<file path="src/gqr_pkg.sv">
// ----------------------------------------------------------------------------
// gqr_pkg
// Shared types and constants for the quantized gemm tile with requantization.
// ----------------------------------------------------------------------------
package gqr_pkg;

   localparam int TILE_ROWS   = 2;
   localparam int TILE_COLS   = 2;
   localparam int NUM_ACC     = TILE_ROWS * TILE_COLS;
   localparam int ACC_W       = 32;
   localparam int ACC_IDX_W   = (NUM_ACC > 1) ? $clog2(NUM_ACC) : 1;
   localparam int BYTE_W      = 8;
   localparam int Q31_BITS    = 31;
   localparam int PROD_W      = 64;
   localparam logic signed [PROD_W-1:0] Q31_HALF = 64'sh0000_0000_4000_0000;

   localparam int QUEUE_DEPTH = 2;
   localparam int QPTR_W      = (QUEUE_DEPTH > 1) ? $clog2(QUEUE_DEPTH) : 1;
   localparam int QCNT_W      = $clog2(QUEUE_DEPTH + 1);

   localparam int CSR_INDEX_W = 3;
   localparam int CSR_DATA_W  = 31;

   typedef enum logic [CSR_INDEX_W-1:0] {
      CSR_WEIGHT_ZERO_POINT  = 3'd0,
      CSR_Q31_MULTIPLIER     = 3'd1,
      CSR_ROUNDING_MASK      = 3'd2,
      CSR_RIGHT_SHIFT        = 3'd3,
      CSR_ROUNDING_THRESHOLD = 3'd4,
      CSR_CLAMP_LOW          = 3'd5,
      CSR_CLAMP_HIGH         = 3'd6,
      CSR_OUTPUT_OFFSET      = 3'd7
   } csr_index_type;

   typedef struct packed {
      logic [7:0]         weight_zero_point;
      logic [30:0]        q31_multiplier;
      logic [30:0]        rounding_mask;
      logic [4:0]         right_shift;
      logic [29:0]        rounding_threshold;
      logic signed [8:0]  clamp_low;
      logic signed [8:0]  clamp_high;
      logic [7:0]         output_offset;
   } cfg_type;

   typedef struct packed {
      logic               first_step;
      logic               last_step;
      logic signed [31:0] bias_col0;
      logic signed [31:0] bias_col1;
      logic [7:0]         act_row0;
      logic [7:0]         act_row1;
      logic [7:0]         wgt_col0;
      logic [7:0]         wgt_col1;
   } req_item_type;

   typedef struct packed {
      logic [7:0] out_r0c0;
      logic [7:0] out_r0c1;
      logic [7:0] out_r1c0;
      logic [7:0] out_r1c1;
   } rsp_item_type;

   typedef logic [NUM_ACC-1:0][ACC_W-1:0] tile_type;
   typedef logic [NUM_ACC-1:0][BYTE_W-1:0] tile_bytes_type;

   typedef struct packed {
      logic     valid;
      tile_type tile;
   } tile_msg_type;

   typedef enum logic [2:0] {
      ST_IDLE,
      ST_MUL,
      ST_ROUND,
      ST_FINISH,
      ST_DELIVER
   } back_state_type;

endpackage

</file>
<file path="src/gqr_front.sv">
// ----------------------------------------------------------------------------
// gqr_front
// Accepts reduction steps, updates the tile accumulators and hands a
// finished tile to the queue on the last step.
// ----------------------------------------------------------------------------
module gqr_front (
   input  logic                  clock,
   input  logic                  reset,
   input  logic                  req_valid,
   output logic                  req_ready,
   input  gqr_pkg::req_item_type req_item,
   input  gqr_pkg::cfg_type      cfg,
   input  logic                  queue_full,
   output gqr_pkg::tile_msg_type push
);
   import gqr_pkg::*;

   tile_type                 acc_ff;
   tile_type                 acc_in;
   logic                     accept;
   logic [7:0]               act    [TILE_ROWS];
   logic [7:0]               wgt    [TILE_COLS];
   logic signed [ACC_W-1:0]  bias   [TILE_COLS];
   logic signed [9:0]        wdiff  [TILE_COLS];
   logic signed [18:0]       prod;
   logic [ACC_W-1:0]         base;

   assign req_ready = !queue_full;
   assign accept    = req_valid && req_ready;

   always_comb begin
      act[0]  = req_item.act_row0;
      act[1]  = req_item.act_row1;
      wgt[0]  = req_item.wgt_col0;
      wgt[1]  = req_item.wgt_col1;
      bias[0] = req_item.bias_col0;
      bias[1] = req_item.bias_col1;
      for (int c = 0; c < TILE_COLS; c++) begin
         wdiff[c] = $signed({2'b00, wgt[c]}) - $signed({2'b00, cfg.weight_zero_point});
      end
      acc_in = acc_ff;
      prod   = '0;
      base   = '0;
      for (int r = 0; r < TILE_ROWS; r++) begin
         for (int c = 0; c < TILE_COLS; c++) begin
            base = req_item.first_step ? bias[c] : acc_ff[r*TILE_COLS + c];
            prod = $signed({1'b0, act[r]}) * wdiff[c];
            acc_in[r*TILE_COLS + c] = base + {{(ACC_W-19){prod[18]}}, prod};
         end
      end
   end

   always_ff @(posedge clock) begin
      if (reset) begin
         acc_ff <= '0;
      end else if (accept) begin
         acc_ff <= acc_in;
      end
   end

   assign push.valid = accept && req_item.last_step;
   assign push.tile  = acc_in;

endmodule

</file>
<file path="config.mk">
export PLATFORM = sky130hd
export DESIGN_NAME = gqr_front
export DESIGN_NICKNAME = d
export VERILOG_FILES = /design/src/gqr_pkg.sv /design/src/gqr_front.sv
export SDC_FILE = /design/constraint.sdc
export NUM_CORES = 1
export LEC_CHECK = 0
export BUFFER_PORTS_ARGS = -buffer_cell sky130_fd_sc_hd__clkbuf_2
export CAP_MARGIN = 20
export CORE_MARGIN = 10
export CORE_UTILIZATION = 60
export DETAILED_ROUTE_END_ITERATION = 10
export PLACE_DENSITY = 0.84
export SYNTH_ARGS = -nofsm -noshare
export SYNTH_HDL_FRONTEND = slang
export SYNTH_SLANG_ARGS = --single-unit
</file>
<file path="constraint.sdc">
create_clock -name clock -period 35.7 [get_ports clock]
set_clock_uncertainty 0.05 [all_clocks]
set_input_delay 5.355 -clock clock [delete_from_list [all_inputs] [get_ports clock]]
set_output_delay 5.355 -clock clock [all_outputs]
set_load 0.02 [all_outputs]
</file>
Word level (Yosys, flattened, before mapping):

Cells that the tools add are included.

* memories: 0
* memory bits (read-only): 0
* bits in latches: 0
* bits in writable memories: 0
* bits in registers: 128

* reductions and logical operators: 3
* magnitude comparators: 0
* shifts and indexed selects: 0
* equal/unequal tests: 0
* bitwise logic cells: 0
* multiply operators: 4
* add/subtract/negate cells: 6
* multiplexer cells: 4
* div/mod/pow operators: 0

Operator list (number)
* $add A32 B32 Y32: 4
* $mux W32: 4
* $mul A9 B9 Y18: 4
* $sub A8 B8 Y9: 2
* $logic_and A1 B1 Y1: 2
* $logic_not A1 Y1: 1

Logic depth before layout (Yosys ltp):

* depth in word-level cells: 3
* depth in mapped cells: 45
* gate-level depth less buffers: 44

Worst setup path before layout:

Ideal clock, no wire load.

* path type: input-to-output
* start point: input req_item[8] in the netlist's numbering
* end point: output push[31] in the netlist's numbering
* setup slack: 16.339 ns
* path buffers: 3
* stages: 37
* data arrival time: 13.956 ns
* cell sequence: inv_1 ha_1 fa_1 nor2b_1 o21ai_0 nand2b_1 a21oi_1 o21ai_0 xor2_1 clkbuf_1 nand2_1 fa_1 fa_1 inv_1 fa_1 fa_1 inv_1 fa_1 inv_1 ha_1 a21oi_1 o21bai_1 a221oi_2 xor2_1 clkbuf_1 buf_1 ha_1 a21o_1 a21o_1 a21o_1 a21o_1 a21oi_1 o21ai_0 a31oi_1 a2bb2oi_1 nor2_1 o311a_1

RTL lines
* start: declaration: RTL line gqr_front.sv:11 `input gqr_pkg::req_item_type req_item,`
* end: declaration: RTL line gqr_front.sv:14 `output gqr_pkg::tile_msg_type push`

==> impl_results.md <==
* Result of the run: finished, final reports clean
* TritonCTS clock tree: built
* Commonest cells after routing, fill and taps aside: 392 x sky130_fd_sc_hd__inv_1, 359 x sky130_fd_sc_hd__nand2_1, 333 x sky130_fd_sc_hd__ha_1
* MaxCap Viol Count at 0
* Crit path top cell by count: sky130_fd_sc_hd__fa_1
* Area share of and/or/nand/nor cells after synthesis at 19.1%
* Asr flop ratio synth at 0%
* Sequential-to-total area share from yosys stat at between 10% and 20%
* Max Fanout on Critical Path at 19
* Minimum period implied by the final worst setup slack at 21.17 ns
* Width of the die at around 210 µm
* Post CTS Setup Buffer Count at 0
* Area share of the largest cell type after synthesis at between 10% and 20%
* Area share of xor/xnor cells in the synthesized design at under 10%
* Overall die area at 0.0458 mm²
* Seq cells post-synth at 128
* Setup CP Type: input port to output port
* Remaining antenna violation count after routing at 0
* Via count at 20.9k
* Total congestion overflow at 0
* Mapped Avg Cell Area at just under 8 µm²
* Relative slew margins at 20.9%
* Max FFs per register at 128
* Largest net degree at the start of global routing at 75
* Cell area after synthesis at 0.0226 mm²
* Adder-cell share of the synthesized area at between 30% and 40%
* Number of global-route vias before repair at 21.5k
* Clock Latency Late Sink at 0.44 ns
* Total setup violations reported at the end of the flow at 0
* Most frequent standard cell in the layout excluding fill and tap cells: sky130_fd_sc_hd__inv_1
* Max-slew violation count at 0
* Post-route insts no fill at 3602
* Placed wire-length estimate after detailed placement at 51000 µm
* Routed Wire Length at 65200 µm
* Largest registers ranked by flip-flop count: acc_ff x128
* Number of synthesis warnings at 0
* Chip height at around 210 µm
* Classification of the worst-slack hold path: flop to flop
* Unique masters post-synth at 74
* Slew at the pin closest to its max-slew limit at 1.18 ns
* Placement row count at 70
* Violation count after the first detailed-routing iteration at 1474
* Count of boundary I/O pins at 363
* Global-route wire length before repair at 108000 µm
* Tcrit/Tclk final at approximately 59%
* Fraction of final layout cells with drive strength greater than 1 at 10.5%
* Post-synthesis cell type with the largest combined area: sky130_fd_sc_hd__ha_1
* Leading register cell type out of synthesis: sky130_fd_sc_hd__dfxtp_1
* Arrival time worst endpoint at 15.77 ns
* Max Freq at 47.2 MHz
* Post-Synthesis Cells at 2914
* Per-cell routed wire length at 18.1 µm
* Port bufs at 239
* Count of final hold-check violations at 0
* Accumulated negative setup slack at 0 ns
* Register containing the most flip-flops in the final layout: acc_ff
* Synthesized net count at 3658
* Clock Pin Slew Worst Setup and Hold Paths at 0.06 ns
* Number of detailed-route iterations in the first pass at 5
* Kind of start point of the critical path: input port
* Combinational family with the most area after synthesis: adder cells
* Clk Tree Root Cell: sky130_fd_sc_hd__clkbuf_16
* Crit-path max cell delay at 0.77 ns
* Number of buffers created by CTS at 17
* Slowest CP cell: sky130_fd_sc_hd__xnor2_2
* Clock Tree Buf Depth at 2
* Unrepaired setup endpoints after global routing: no
* Initial Utilization at 61.2%
* Complex-gate fraction of the synthesized area at roughly 18%
* Top cells by area in the synthesized netlist: sky130_fd_sc_hd__ha_1 18%, sky130_fd_sc_hd__fa_1 16%, sky130_fd_sc_hd__dfxtp_1 11%, sky130_fd_sc_hd__inv_1 6.5%, sky130_fd_sc_hd__nand2_1 6.0%
* Total routing usage reported by global routing at between 20 and 30%
* Area of the core region at 0.0369 mm²
* Final worst setup slack at 14.53 ns
* Crit. End Element: output port
* GPL Wtd Cong at 0.939
* Placement-stage worst setup slack at approximately 15 ns
* Instance count after placement with tap cells included at 3569
* EDFF count, synth at 0
* Number of nets in the final layout at around 3.8k
* Hold Buf Count CTS at 0
* Portion of netlist area occupied by mux cells at 1.52%
* Post-CTS sizing at 0
* Number of DRC violations after detailed routing at 0
* Sinks on Clock Net at 128
* Routed via count divided by cell count at 5.81
* Required time worst endpoint at ~30 ns
* Layout overhead on the synthesized area at 9.59%
* Number of antenna violations at the first check in global routing at 2
* H-tree depth at 4
[cell usage after synthesis (4+ instances only)]
cell                          n
sky130_fd_sc_hd__clkbuf_1    87
sky130_fd_sc_hd__or2_2       14
sky130_fd_sc_hd__ha_1       333
sky130_fd_sc_hd__o2111ai_1    4
sky130_fd_sc_hd__mux2i_1     31
sky130_fd_sc_hd__xnor2_1    129
sky130_fd_sc_hd__dfxtp_1    128
sky130_fd_sc_hd__o211a_1      4
sky130_fd_sc_hd__nor3_1      17
sky130_fd_sc_hd__o211ai_1     5
sky130_fd_sc_hd__nand2b_1    64
sky130_fd_sc_hd__a211oi_1    21
sky130_fd_sc_hd__a21oi_1    224
sky130_fd_sc_hd__nor2_1     146
sky130_fd_sc_hd__or3_1        9
sky130_fd_sc_hd__buf_6        5
sky130_fd_sc_hd__nand3_1     27
sky130_fd_sc_hd__nand4_1     11
sky130_fd_sc_hd__o21a_1      25
sky130_fd_sc_hd__nand2_1    360
sky130_fd_sc_hd__a31oi_1     21
sky130_fd_sc_hd__buf_1       12
sky130_fd_sc_hd__inv_1      392
sky130_fd_sc_hd__and3_1      21
sky130_fd_sc_hd__o21bai_1    24
sky130_fd_sc_hd__a221o_1      5
sky130_fd_sc_hd__a21o_1      81
sky130_fd_sc_hd__o41ai_1      4
sky130_fd_sc_hd__a22oi_1      4
sky130_fd_sc_hd__o22ai_1      5
sky130_fd_sc_hd__nor2b_1     38
sky130_fd_sc_hd__and2_1     158
sky130_fd_sc_hd__xor2_1      55
sky130_fd_sc_hd__a211o_1      5
sky130_fd_sc_hd__fa_1       178
sky130_fd_sc_hd__nor4_1       5
sky130_fd_sc_hd__a221oi_1     4
sky130_fd_sc_hd__or4_1        6
sky130_fd_sc_hd__a21boi_0     6
sky130_fd_sc_hd__o31ai_1     18
sky130_fd_sc_hd__o21ai_0    175
[per-stage QoR]
step	util, %	area, µm²	hold WS (ns)
4_1_cts	67.1	24700	0.402
6_report	67.1	24700	0.402
3_3_place_gp	65.4	24100	0.388
3_5_place_dp	65.4	24100	0.394
5_1_grt	67.1	24700	0.418
2_1_floorplan	-	22600	0.379
[cell families (layout without fill, tap and decap cells)]
group / after synthesis / count (layout)
XOR/XNOR: 186 / 186
buffers and inverters: 500 / 683
flip-flops: 128 / 128
adder cells (fa/ha/maj): 511 / 511
AO/OA/AOI/OAI: 664 / 664
other: 0 / 1
multiplexers: 34 / 34
AND/OR/NAND/NOR: 891 / 891
[routing by layer]
layer	up-vias	track usage, %	share of wire, %
met5	-	0	0.018
met4	2	8.57	2.5
met3	131	5.44	7.9
met2	784	46.5	46
met1	10000	36.0	43
li1	10000	-	-
[critical path: cells and delay by family]
family | cells | cell delay [ns]
adders and majority gates | 9 | 3.85
AOI/OAI and AO/OA | 14 | 3.62
buffers and inverters | 7 | 0.98
xor gates and xnor gates | 2 | 0.94
and+or+nand+nor | 5 | 0.74
muxes | 1 | 0.29
[area by class of cell]
class	count	area (µm²)
inverter	393	1480
multi-input combinational	2286	18100
antenna	1	2.50
clock inverter	13	160
timing repair buffer	258	1350
tap	504	631
sequential	128	2560
fill	3165	12100
clock buffer	19	453
[worst paths after layout]
path	from	end	slack (ns)	cells past startpoint
worst max-delay path	req_item[0]	push[60]	14.53	38
worst min register to register	acc_ff[17]	acc_ff[17]	0.40	2
worst min-delay path	acc_ff[17]	acc_ff[17]	0.40	2
worst max register to register	acc_ff[64]	acc_ff[92]	31.38	16
Power is not shown: default switching activity piles up to over one toggle a cycle in this logic, so the estimate is an artifact.
