--- src/gqr_pkg.sv ---
// ----------------------------------------------------------------------------
// gqr_pkg
// Shared types and constants for the quantized gemm tile with requantization.
// ----------------------------------------------------------------------------
package gqr_pkg;

   localparam int TILE_ROWS   = 2;
   localparam int TILE_COLS   = 2;
   localparam int NUM_ACC     = TILE_ROWS * TILE_COLS;
   localparam int ACC_W       = 32;
   localparam int ACC_IDX_W   = (NUM_ACC > 1) ? $clog2(NUM_ACC) : 1;
   localparam int BYTE_W      = 8;
   localparam int Q31_BITS    = 31;
   localparam int PROD_W      = 64;
   localparam logic signed [PROD_W-1:0] Q31_HALF = 64'sh0000_0000_4000_0000;

   localparam int QUEUE_DEPTH = 2;
   localparam int QPTR_W      = (QUEUE_DEPTH > 1) ? $clog2(QUEUE_DEPTH) : 1;
   localparam int QCNT_W      = $clog2(QUEUE_DEPTH + 1);

   localparam int CSR_INDEX_W = 3;
   localparam int CSR_DATA_W  = 31;

   typedef enum logic [CSR_INDEX_W-1:0] {
      CSR_WEIGHT_ZERO_POINT  = 3'd0,
      CSR_Q31_MULTIPLIER     = 3'd1,
      CSR_ROUNDING_MASK      = 3'd2,
      CSR_RIGHT_SHIFT        = 3'd3,
      CSR_ROUNDING_THRESHOLD = 3'd4,
      CSR_CLAMP_LOW          = 3'd5,
      CSR_CLAMP_HIGH         = 3'd6,
      CSR_OUTPUT_OFFSET      = 3'd7
   } csr_index_type;

   typedef struct packed {
      logic [7:0]         weight_zero_point;
      logic [30:0]        q31_multiplier;
      logic [30:0]        rounding_mask;
      logic [4:0]         right_shift;
      logic [29:0]        rounding_threshold;
      logic signed [8:0]  clamp_low;
      logic signed [8:0]  clamp_high;
      logic [7:0]         output_offset;
   } cfg_type;

   typedef struct packed {
      logic               first_step;
      logic               last_step;
      logic signed [31:0] bias_col0;
      logic signed [31:0] bias_col1;
      logic [7:0]         act_row0;
      logic [7:0]         act_row1;
      logic [7:0]         wgt_col0;
      logic [7:0]         wgt_col1;
   } req_item_type;

   typedef struct packed {
      logic [7:0] out_r0c0;
      logic [7:0] out_r0c1;
      logic [7:0] out_r1c0;
      logic [7:0] out_r1c1;
   } rsp_item_type;

   typedef logic [NUM_ACC-1:0][ACC_W-1:0] tile_type;
   typedef logic [NUM_ACC-1:0][BYTE_W-1:0] tile_bytes_type;

   typedef struct packed {
      logic     valid;
      tile_type tile;
   } tile_msg_type;

   typedef enum logic [2:0] {
      ST_IDLE,
      ST_MUL,
      ST_ROUND,
      ST_FINISH,
      ST_DELIVER
   } back_state_type;

endpackage

--- src/gqr_queue.sv ---
// ----------------------------------------------------------------------------
// gqr_queue
// Short queue of finished tiles between the front and the requantizer.
// ----------------------------------------------------------------------------
module gqr_queue (
   input  logic                  clock,
   input  logic                  reset,
   input  gqr_pkg::tile_msg_type push,
   output logic                  full,
   input  logic                  pop,
   output gqr_pkg::tile_msg_type head
);
   import gqr_pkg::*;

   tile_type              entry_ff [QUEUE_DEPTH];
   logic [QPTR_W-1:0]     wr_ptr_ff, wr_ptr_in;
   logic [QPTR_W-1:0]     rd_ptr_ff, rd_ptr_in;
   logic [QCNT_W-1:0]     count_ff, count_in;
   logic                  do_push;
   logic                  do_pop;

   assign full       = (count_ff == QCNT_W'(QUEUE_DEPTH));
   assign head.valid = (count_ff != '0);
   assign head.tile  = entry_ff[rd_ptr_ff];
   assign do_push    = push.valid && !full;
   assign do_pop     = pop && head.valid;

   always_comb begin
      wr_ptr_in = wr_ptr_ff;
      rd_ptr_in = rd_ptr_ff;
      count_in  = count_ff;
      if (do_push) begin
         wr_ptr_in = (wr_ptr_ff == QPTR_W'(QUEUE_DEPTH-1)) ? '0 : wr_ptr_ff + 1'b1;
      end
      if (do_pop) begin
         rd_ptr_in = (rd_ptr_ff == QPTR_W'(QUEUE_DEPTH-1)) ? '0 : rd_ptr_ff + 1'b1;
      end
      if (do_push && !do_pop) begin
         count_in = count_ff + 1'b1;
      end else if (do_pop && !do_push) begin
         count_in = count_ff - 1'b1;
      end
   end

   always_ff @(posedge clock) begin
      if (reset) begin
         wr_ptr_ff <= '0;
         rd_ptr_ff <= '0;
         count_ff  <= '0;
      end else begin
         wr_ptr_ff <= wr_ptr_in;
         rd_ptr_ff <= rd_ptr_in;
         count_ff  <= count_in;
      end
   end

   always_ff @(posedge clock) begin
      if (do_push) begin
         entry_ff[wr_ptr_ff] <= push.tile;
      end
   end

endmodule

--- config.mk ---
export PLATFORM = sky130hd
export DESIGN_NAME = gqr_queue
export DESIGN_NICKNAME = d
export VERILOG_FILES = /design/src/gqr_pkg.sv /design/src/gqr_queue.sv
export SDC_FILE = /design/constraint.sdc
export NUM_CORES = 1
export LEC_CHECK = 0
export BUFFER_PORTS_ARGS = -buffer_cell sky130_fd_sc_hd__buf_2
export CORE_MARGIN = 5
export CORE_UTILIZATION = 52
export DETAILED_ROUTE_END_ITERATION = 7
export PLACE_DENSITY = 0.75
export SYNTH_ARGS = -nofsm -noshare
export SYNTH_HDL_FRONTEND = slang
export SYNTH_SLANG_ARGS = --single-unit
--- constraint.sdc ---
create_clock -name clock -period 4.7 [get_ports clock]
set_clock_uncertainty 0.05 [all_clocks]
set_input_delay 0.47 -clock clock [delete_from_list [all_inputs] [get_ports clock]]
set_output_delay 0.47 -clock clock [all_outputs]
set_load 0.01 [all_outputs]
Word level (Yosys, flattened, before mapping):

Memory sizes are Yosys's and may differ from the RTL's. A register that Yosys moved wholly into a read port is not among the register bits.
Index checks and enable logic that the tools add are counted.

* logic and storage cells: 26
* RAM bits: 256
* memories kept: 1
* register bits: 4
* output and inout port bits: 130
* bits of input ports: 132

* $add $sub $neg: 4
* multiplexer cells: 8
* reductions and logical operators: 9
* equality and inequality tests: 1

Memories
* entry_ff: words 2, bits a word 128, rd ports 1, clocked after Yosys merged registers in 1, wr ports 1, RTL line gqr_queue.sv:15 `tile_type entry_ff [QUEUE_DEPTH];`

Operators with widths (count)
* 2-to-1 mux 1 bit: 6
* logical AND 1 bit: 4
* 2-to-1 mux 2 bit: 2
* nonzero test 2 bit: 2
* zero test 1 bit: 3
* adder 1 bit (second input constant): 2
* adder 2 x 1 -> 2 bit (second input constant): 1
* == test 2 bit (second input constant): 1
* subtractor 2 x 1 -> 2 bit (second input constant): 1

Depth between registers and ports, before layout:

Gate-level depths: netlist of run 1.

* depth in word-level cells: 7
* gate-level depth with buffers: 6
* mapped depth without buffers: 6

Worst setup path after synthesis of run 1:

Ideal clock, no wire load.

* path kind: in2reg
* start: input port push[128] (netlist bit)
* end: memory entry_ff[1][0] (netlist bit) (enable)
* stages: 3
* setup time: 0.503 ns
* buffers on the path: 0
* required time: 4.147 ns
* slack: 0.549 ns
* data arrival time: 3.598 ns
* path through: inv_1 > nor2_1 > and2_1

* word-level cells in the longest chain between the ends: 3

Ends and longest elaborated chain
* start, declared: RTL line gqr_queue.sv:8 `input gqr_pkg::tile_msg_type push,`
* logical AND 1 bit: RTL line gqr_queue.sv:25 `assign do_push = push.valid && !full;`
* 2-to-1 mux 1 bit: RTL line gqr_queue.sv:58 `if (do_push) begin`
* 2-to-1 mux 1 bit (implied by the code): RTL line gqr_queue.sv:59 `entry_ff[wr_ptr_ff] <= push.tile;`
* end, declared: RTL line gqr_queue.sv:15

Every way passes these cells.

==> results of run 1 <==
[final timing paths]
check / startpoint / end / slack (ns) / depth (start not counted)
worst max-delay path: flop / head[1] / 1.63 / 3
worst min-delay path: push[59] / entry_ff[0][59] / 0.10 / 1
worst max register to register: count_ff[1] / entry_ff[0][88] / 2.31 / 4
worst min register to register: wr_ptr_ff / wr_ptr_ff / 0.46 / 2
[flip-flops by register name, summed over array words and instances, names as in the netlist, named ones only]
signal     flops
entry_ff     256
count_ff       2
rd_ptr_ff      1
wr_ptr_ff      1
[per-stage QoR]
| stage | power [uW] | hold slack [ns] |
|---|---|---|
| floorplan | 4075 | 0.4016 |
| global placement | 4570 | 0.4257 |
| detailed placement | 4614 | 0.4478 |
| CTS | 6805 | 0.07221 |
| global route | 7018 | 0.07621 |
| finish | 6707 | 0.1013 |
[cell usage after synthesis (all sizes together)]
cell type    n  area (sq um)
inv          2         7.510
nor2b        1         8.760
o21ai        3         15.01
xor2         3         26.28
edfxtp     256          7687
buf         14         142.6
ha           1         12.51
or2          1         6.260
and2         1         6.260
a21oi        2         10.01
dfxtp        5         100.1
or3          2         12.51
nor2         4         15.01
mux2       128          1441
[final cells by class]
type / instances / area, sq um / area share [%]
Antenna cell: 2 / 5.005 / 0.04189
Clock buffer: 33 / 708.2 / 5.927
Clock inverter: 16 / 224.0 / 1.875
Inverter: 2 / 10.01 / 0.08378
Multi-Input combinational cell: 146 / 1556 / 13.03
Sequential cell: 261 / 7791 / 65.21
Tap cell: 229 / 286.5 / 2.398
Timing Repair Buffer: 264 / 1366 / 11.44
[power by group through the flow]
stage	combinational, uW	sequential, uW	clock (uW)
5_1_grt	1550	3130	2330
3_3_place_gp	1440	3130	0
2_1_floorplan	1020	3060	0
3_5_place_dp	1460	3160	0
6_report	1440	3100	2170
4_1_cts	1470	3110	2230
[routing by layer]
layer / share of wire, % / routed length [um]
met1: 39 / 7166
met2: 51 / 9415
met3: 7.2 / 1328
met4: 2.6 / 484
met5: 0.076 / 14
[cells by family after synthesis]
family,Yosys count,synth area share [%]
simple gates,9,0.5141
fa+ha+maj,1,0.1318
buf+inv,16,1.582
compound gates,5,0.2636
xor+xnor,3,0.2769
mux,128,15.19
flops,261,82.05
==> impl_metrics.py, run 1 <==
metrics = {
    "floorplan": {
        "placementRows": 49,
        "die_width_um": 145.1,
        "fp.dieH_um": 145.1,
        "initial_core_util_pct": 52.84,
        "core_sq_um": 17960,
        "ioPinCount": 262,
        "die_area_sq_um": 21060,
    },
    "grt": {
        "globalRouteMet1Util_pct": 20.42,
        "globalRouteOverflowTotal": 0,
        "grt.met2_usage_pct": 28.99,
        "via_count_of_the_first_global_routing_pass": 5392,
        "grt_use_met3_pct": 4.646,
        "globalRoute.busiestLayer": "met2",
        "grt_antenna_before_repair": 4,
        "grt_start_max_net_pins": 85,
        "global_route_wire_length_before_repair_mm": 28.41,
        "grt_use_total_pct": 16.59,
    },
    "clock_tree": {
        "cts_tree": "yes",
        "cts_root_buf": "sky130_fd_sc_hd__clkbuf_16",
        "cts.sinks": 261,
        "path_clk_slew_ns": 0.06,
        "clock_insertion_delay_worst_skew_ns": 0.50,
        "cts.hold.buffers_added": 0,
        "ctsResizeCount": 0,
        "cts_made_buffers": 27,
        "bufs_on_longest_clock_path": 3,
        "cts.htree.levels": 1,
        "cts_setup_buffers": 0,
    },
    "sta": {
        "finalMaxSlewViolations": 0,
        "final.period_utilization_pct": 65.42,
        "unrepaired_setup_endpoints_after_global_routing": "no",
        "finalWorstPathRequiredPeriod_ns": 3.075,
        "tightest_slew_ns": 1.145,
        "timing.final.ws_setup_ns": 1.625,
        "timing.setup.tns_ns": 0,
        "slew_headroom_pct": 23.68,
        "finalSetupViolCount": 0,
        "hold_viol": 0,
        "clock.fmax_mhz": 325.2,
    },
    "logic_synthesis": {
        "postSynthAreaPerCell_sq_um": 22.44,
        "synth.net_count": 556,
        "ys_seq_elements": 261,
        "post_synth_instance_area_sq_um": 9492,
        "yosysWarnings": 0,
        "count_of_distinct_cell_types_in_the_synthesized_netlist": 15,
        "yosysSeqAreaShare_pct": 82.05,
        "postSynthCellCount": 423,
    },
    "detailed_routing": {
        "route.antenna.remaining_nets": 0,
        "vias_post_dr": 4951,
        "first_pass_iteration_count_of_the_detailed_router": 4,
        "drc": 0,
        "drt_iter0_markers": 282,
        "detail_route.wl_per_cell_um": 19.32,
        "via_per_inst": 5.195,
        "finalWirelength_mm": 18.41,
    },
    "worst_setup_path": {
        "worst-setup-path-type": "flop to primary output",
        "critical_path.max_stage_delay_ns": 1.07,
        "cp_num_buf_inv": 2,
        "crit_required_ns": 4.18,
        "timing.critical_path.slowest_stage_cell": "sky130_fd_sc_hd__dfxtp_4",
        "crit_chain": "buf_12, mux2_2, buf_2",
        "setup.worst_path.end_class": "primary output",
        "setup.worst_path.start_class": "flop",
        "worst-path-max-fanout": 84,
        "cp_top_family": "flip-flops",
        "critPathArrivalTime_ns": 2.55,
    },
    "power_and_ir_drop": {
        "power.switching_fraction_pct": 25.71,
        "p_int_uw": 4982,
        "power_frac_seq_pct": 46.2,
        "power.net_switching_uw": 1725,
        "power.static_leakage_uw": 0.004466,
        "max-vdd-ir-drop_v": 0.0004142,
        "power_frac_clock_pct": 32.4,
        "power-per-cell-area_nw_per_um2": 561.4,
        "power.share.combinational_pct": 21.5,
    },
    "place": {
        "hpwl_mm": 12.39,
        "postPlaceCellArea_sq_um": 11010,
        "dpl_ws_ns": 2.137,
        "placer_congestion_estimate": 0.7323,
        "dp_cells": 902,
        "port_buffers": 261,
    },
    "final_layout": {
        "num-fill-cells": 1228,
        "area.growth.synth_to_final_pct": 25.88,
        "nets": 835,
        "layout.cells.most_common": "sky130_fd_sc_hd__buf_2",
        "utilization_pct": 66.51,
        "final_area_sq_um": 11950,
        "most-common-layout-cells": "sky130_fd_sc_hd__buf_2, sky130_fd_sc_hd__edfxtp_1, sky130_fd_sc_hd__mux2_2, sky130_fd_sc_hd__clkbuf_16",
        "final-instance-count-excl-fill": 953,
        "fraction_of_layout_instances_using_a_drive_strength_above_1_pct": 60.94,
    },
    "hold_path": {
        "hold_class": "primary input to flop",
    },
    "job": {
        "drv.max_cap_violation_count": 0,
    },
    "run_status": {
        "run_status": "finished, final reports clean",
    },
}
(Power assumes the default switching activity.)
==> inputs of run 2 (changes only) <==
==> constraint.sdc (replaced) <==
create_clock -name clock -period 3.1 [get_ports clock]
set_clock_uncertainty 0.05 [all_clocks]
set_input_delay 0.31 -clock clock [delete_from_list [all_inputs] [get_ports clock]]
set_output_delay 0.31 -clock clock [all_outputs]
set_load 0.01 [all_outputs]
==> impl_metrics.py, run 2 (synthesis gave the netlist of run 1 again) <==
metrics = {
    "clock_tree": {
        "cts_root_buf": "sky130_fd_sc_hd__clkbuf_16",
        "cts.sinks": 261,
        "clock_insertion_delay_worst_skew_ns": 0.51,
        "bufs_on_longest_clock_path": 3,
        "cts_setup_buffers": 0,
        "cts_tree": "yes",
        "cts.htree.levels": 1,
        "path_clk_slew_ns": 0.06,
        "cts_made_buffers": 26,
    },
    "detailed_routing": {
        "detail_route.wl_per_cell_um": 19.44,
        "via_per_inst": 5.014,
        "first_pass_iteration_count_of_the_detailed_router": 6,
        "drc": 0,
        "route.antenna.remaining_nets": 0,
        "drt_iter0_markers": 269,
        "finalWirelength_mm": 20.98,
        "vias_post_dr": 5410,
    },
    "grt": {
        "globalRouteOverflowTotal": 0,
        "globalRoute.busiestLayer": "met2",
        "grt_use_met3_pct": 4.646,
        "grt.met2_usage_pct": 35.03,
        "grt_use_total_pct": 19.35,
        "grt_start_max_net_pins": 129,
        "globalRouteMet1Util_pct": 23.32,
        "grt_antenna_before_repair": 0,
        "via_count_of_the_first_global_routing_pass": 6090,
        "global_route_wire_length_before_repair_mm": 32.86,
    },
    "power_and_ir_drop": {
        "power.static_leakage_uw": 0.004974,
        "max-vdd-ir-drop_v": 0.0007503,
        "power-per-cell-area_nw_per_um2": 769.5,
    },
    "floorplan": {
        "die_area_sq_um": 21060,
        "core_sq_um": 17960,
        "ioPinCount": 262,
        "placementRows": 49,
        "fp.dieH_um": 145.1,
        "initial_core_util_pct": 52.84,
        "die_width_um": 145.1,
    },
    "worst_setup_path": {
        "worst-path-max-fanout": 128,
        "setup.worst_path.start_class": "flop",
        "timing.critical_path.slowest_stage_cell": "sky130_fd_sc_hd__buf_12",
        "worst-setup-path-type": "flop to primary output",
        "crit_chain": "buf_12, mux2_2, buf_2",
        "crit_required_ns": 2.74,
        "setup.worst_path.end_class": "primary output",
        "critical_path.max_stage_delay_ns": 0.45,
        "critPathArrivalTime_ns": 2.08,
    },
    "final_layout": {
        "num-fill-cells": 1048,
        "largest_register_ffs": 256,
        "diodes": 0,
        "fraction_of_layout_instances_using_a_drive_strength_above_1_pct": 51.53,
        "final_area_sq_um": 13180,
        "most-common-layout-cells": "sky130_fd_sc_hd__buf_2, sky130_fd_sc_hd__edfxtp_1, sky130_fd_sc_hd__dlygate4sd3_1, sky130_fd_sc_hd__mux2_2, sky130_fd_sc_hd__clkbuf_16",
        "nets": 965,
        "layout.cells.most_common": "sky130_fd_sc_hd__buf_2",
        "area.growth.synth_to_final_pct": 38.83,
        "largest_registers": "entry_ff: 256 flops, count_ff: 2 flops",
        "regMostFlops": "entry_ff",
    },
    "sta": {
        "tightest_slew_ns": 0.7692,
        "finalWorstPathRequiredPeriod_ns": 2.444,
        "final.period_utilization_pct": 78.85,
        "unrepaired_setup_endpoints_after_global_routing": "no",
        "finalSetupViolCount": 0,
        "clock.fmax_mhz": 409.1,
        "timing.setup.tns_ns": 0,
        "hold_viol": 0,
        "finalMaxSlewViolations": 0,
        "slew_headroom_pct": 48.72,
    },
    "run_status": {
        "run_status": "finished, final reports clean",
    },
    "job": {
        "drv.max_cap_violation_count": 0,
    },
    "place": {
        "hpwl_mm": 12.34,
        "port_buffers": 261,
        "postPlaceCellArea_sq_um": 11040,
        "placer_congestion_estimate": 0.7247,
    },
    "hold_path": {
        "hold_class": "primary input to flop",
    },
}
==> run 2: cell types whose count changed in the layout (fill, tap and decap cells not counted), moves of 2 or more <==
cell	previous run	this run
sky130_fd_sc_hd__dlygate4sd3_1	0	129
sky130_fd_sc_hd__clkinv_4	3	1
sky130_fd_sc_hd__bufinv_16	5	2
sky130_fd_sc_hd__clkbuf_8	1	3
sky130_fd_sc_hd__diode_2	2	0
==> run 2: metal layers <==
metal  vias to the layer above  wire [um]
met2                       229      11150
met5                         -          0
met1                      2643       8001
li1                       2497          -
met3                        41       1368
met4                         0        452
==> run 2: final timing paths <==
kind                    start              end  slack (ns)  cells past startpoint
setup / recovery         flop         head[25]        0.66                      3
hold / removal      push[128]        wr_ptr_ff        0.25                      4
setup reg to reg  count_ff[0]  entry_ff[0][17]        0.91                      4
hold reg to reg     rd_ptr_ff             flop        0.50                      2
==> run 2: worst max-delay path: cells and delay by family, from the launching register on <==
kind | cells | cell delay (ns)
buf+inv | 2 | 0.60
mux | 1 | 0.43
flops | 1 | 0.35
==> run 2: where the power goes <==
group / switching [uW] / leakage [uW] / internal [uW]
combinational: 1350 / 0.00213 / 1190
clock: 1220 / 0.000411 / 1830
sequential: 120 / 0.00243 / 4430
==> run 2: stage by stage <==
stage	util [%]	power [uW]	hold slack [ns]	setup WS [ns]	cells
after floorplan	-	6153	0.3291	0.01877	423
after global placement	61.45	6922	0.4263	1.030	904
after detailed placement	61.45	7008	0.4461	0.9689	904
after CTS	73.36	10180	0.1286	0.7074	1079
after global routing	73.36	10560	0.3012	0.6374	1079
final	73.36	10140	0.2505	0.6555	1079
==> run 2: final cells by class <==
type	count	area, sq um	area share [%]
multi-input cells	146	1556	11.81
clock buffers	36	739.5	5.611
flip-flops and latches	261	7791	59.12
clock inverters	10	107.6	0.8166
well taps	229	286.5	2.174
inverters	2	11.26	0.08545
repair buffers	395	2685	20.38
==> run 2: what timing repair did <==
action / CTS / global route
hold endpoints to repair: 261 / 0
hold buffers: 129 / 0
resized for setup: 0 / 0
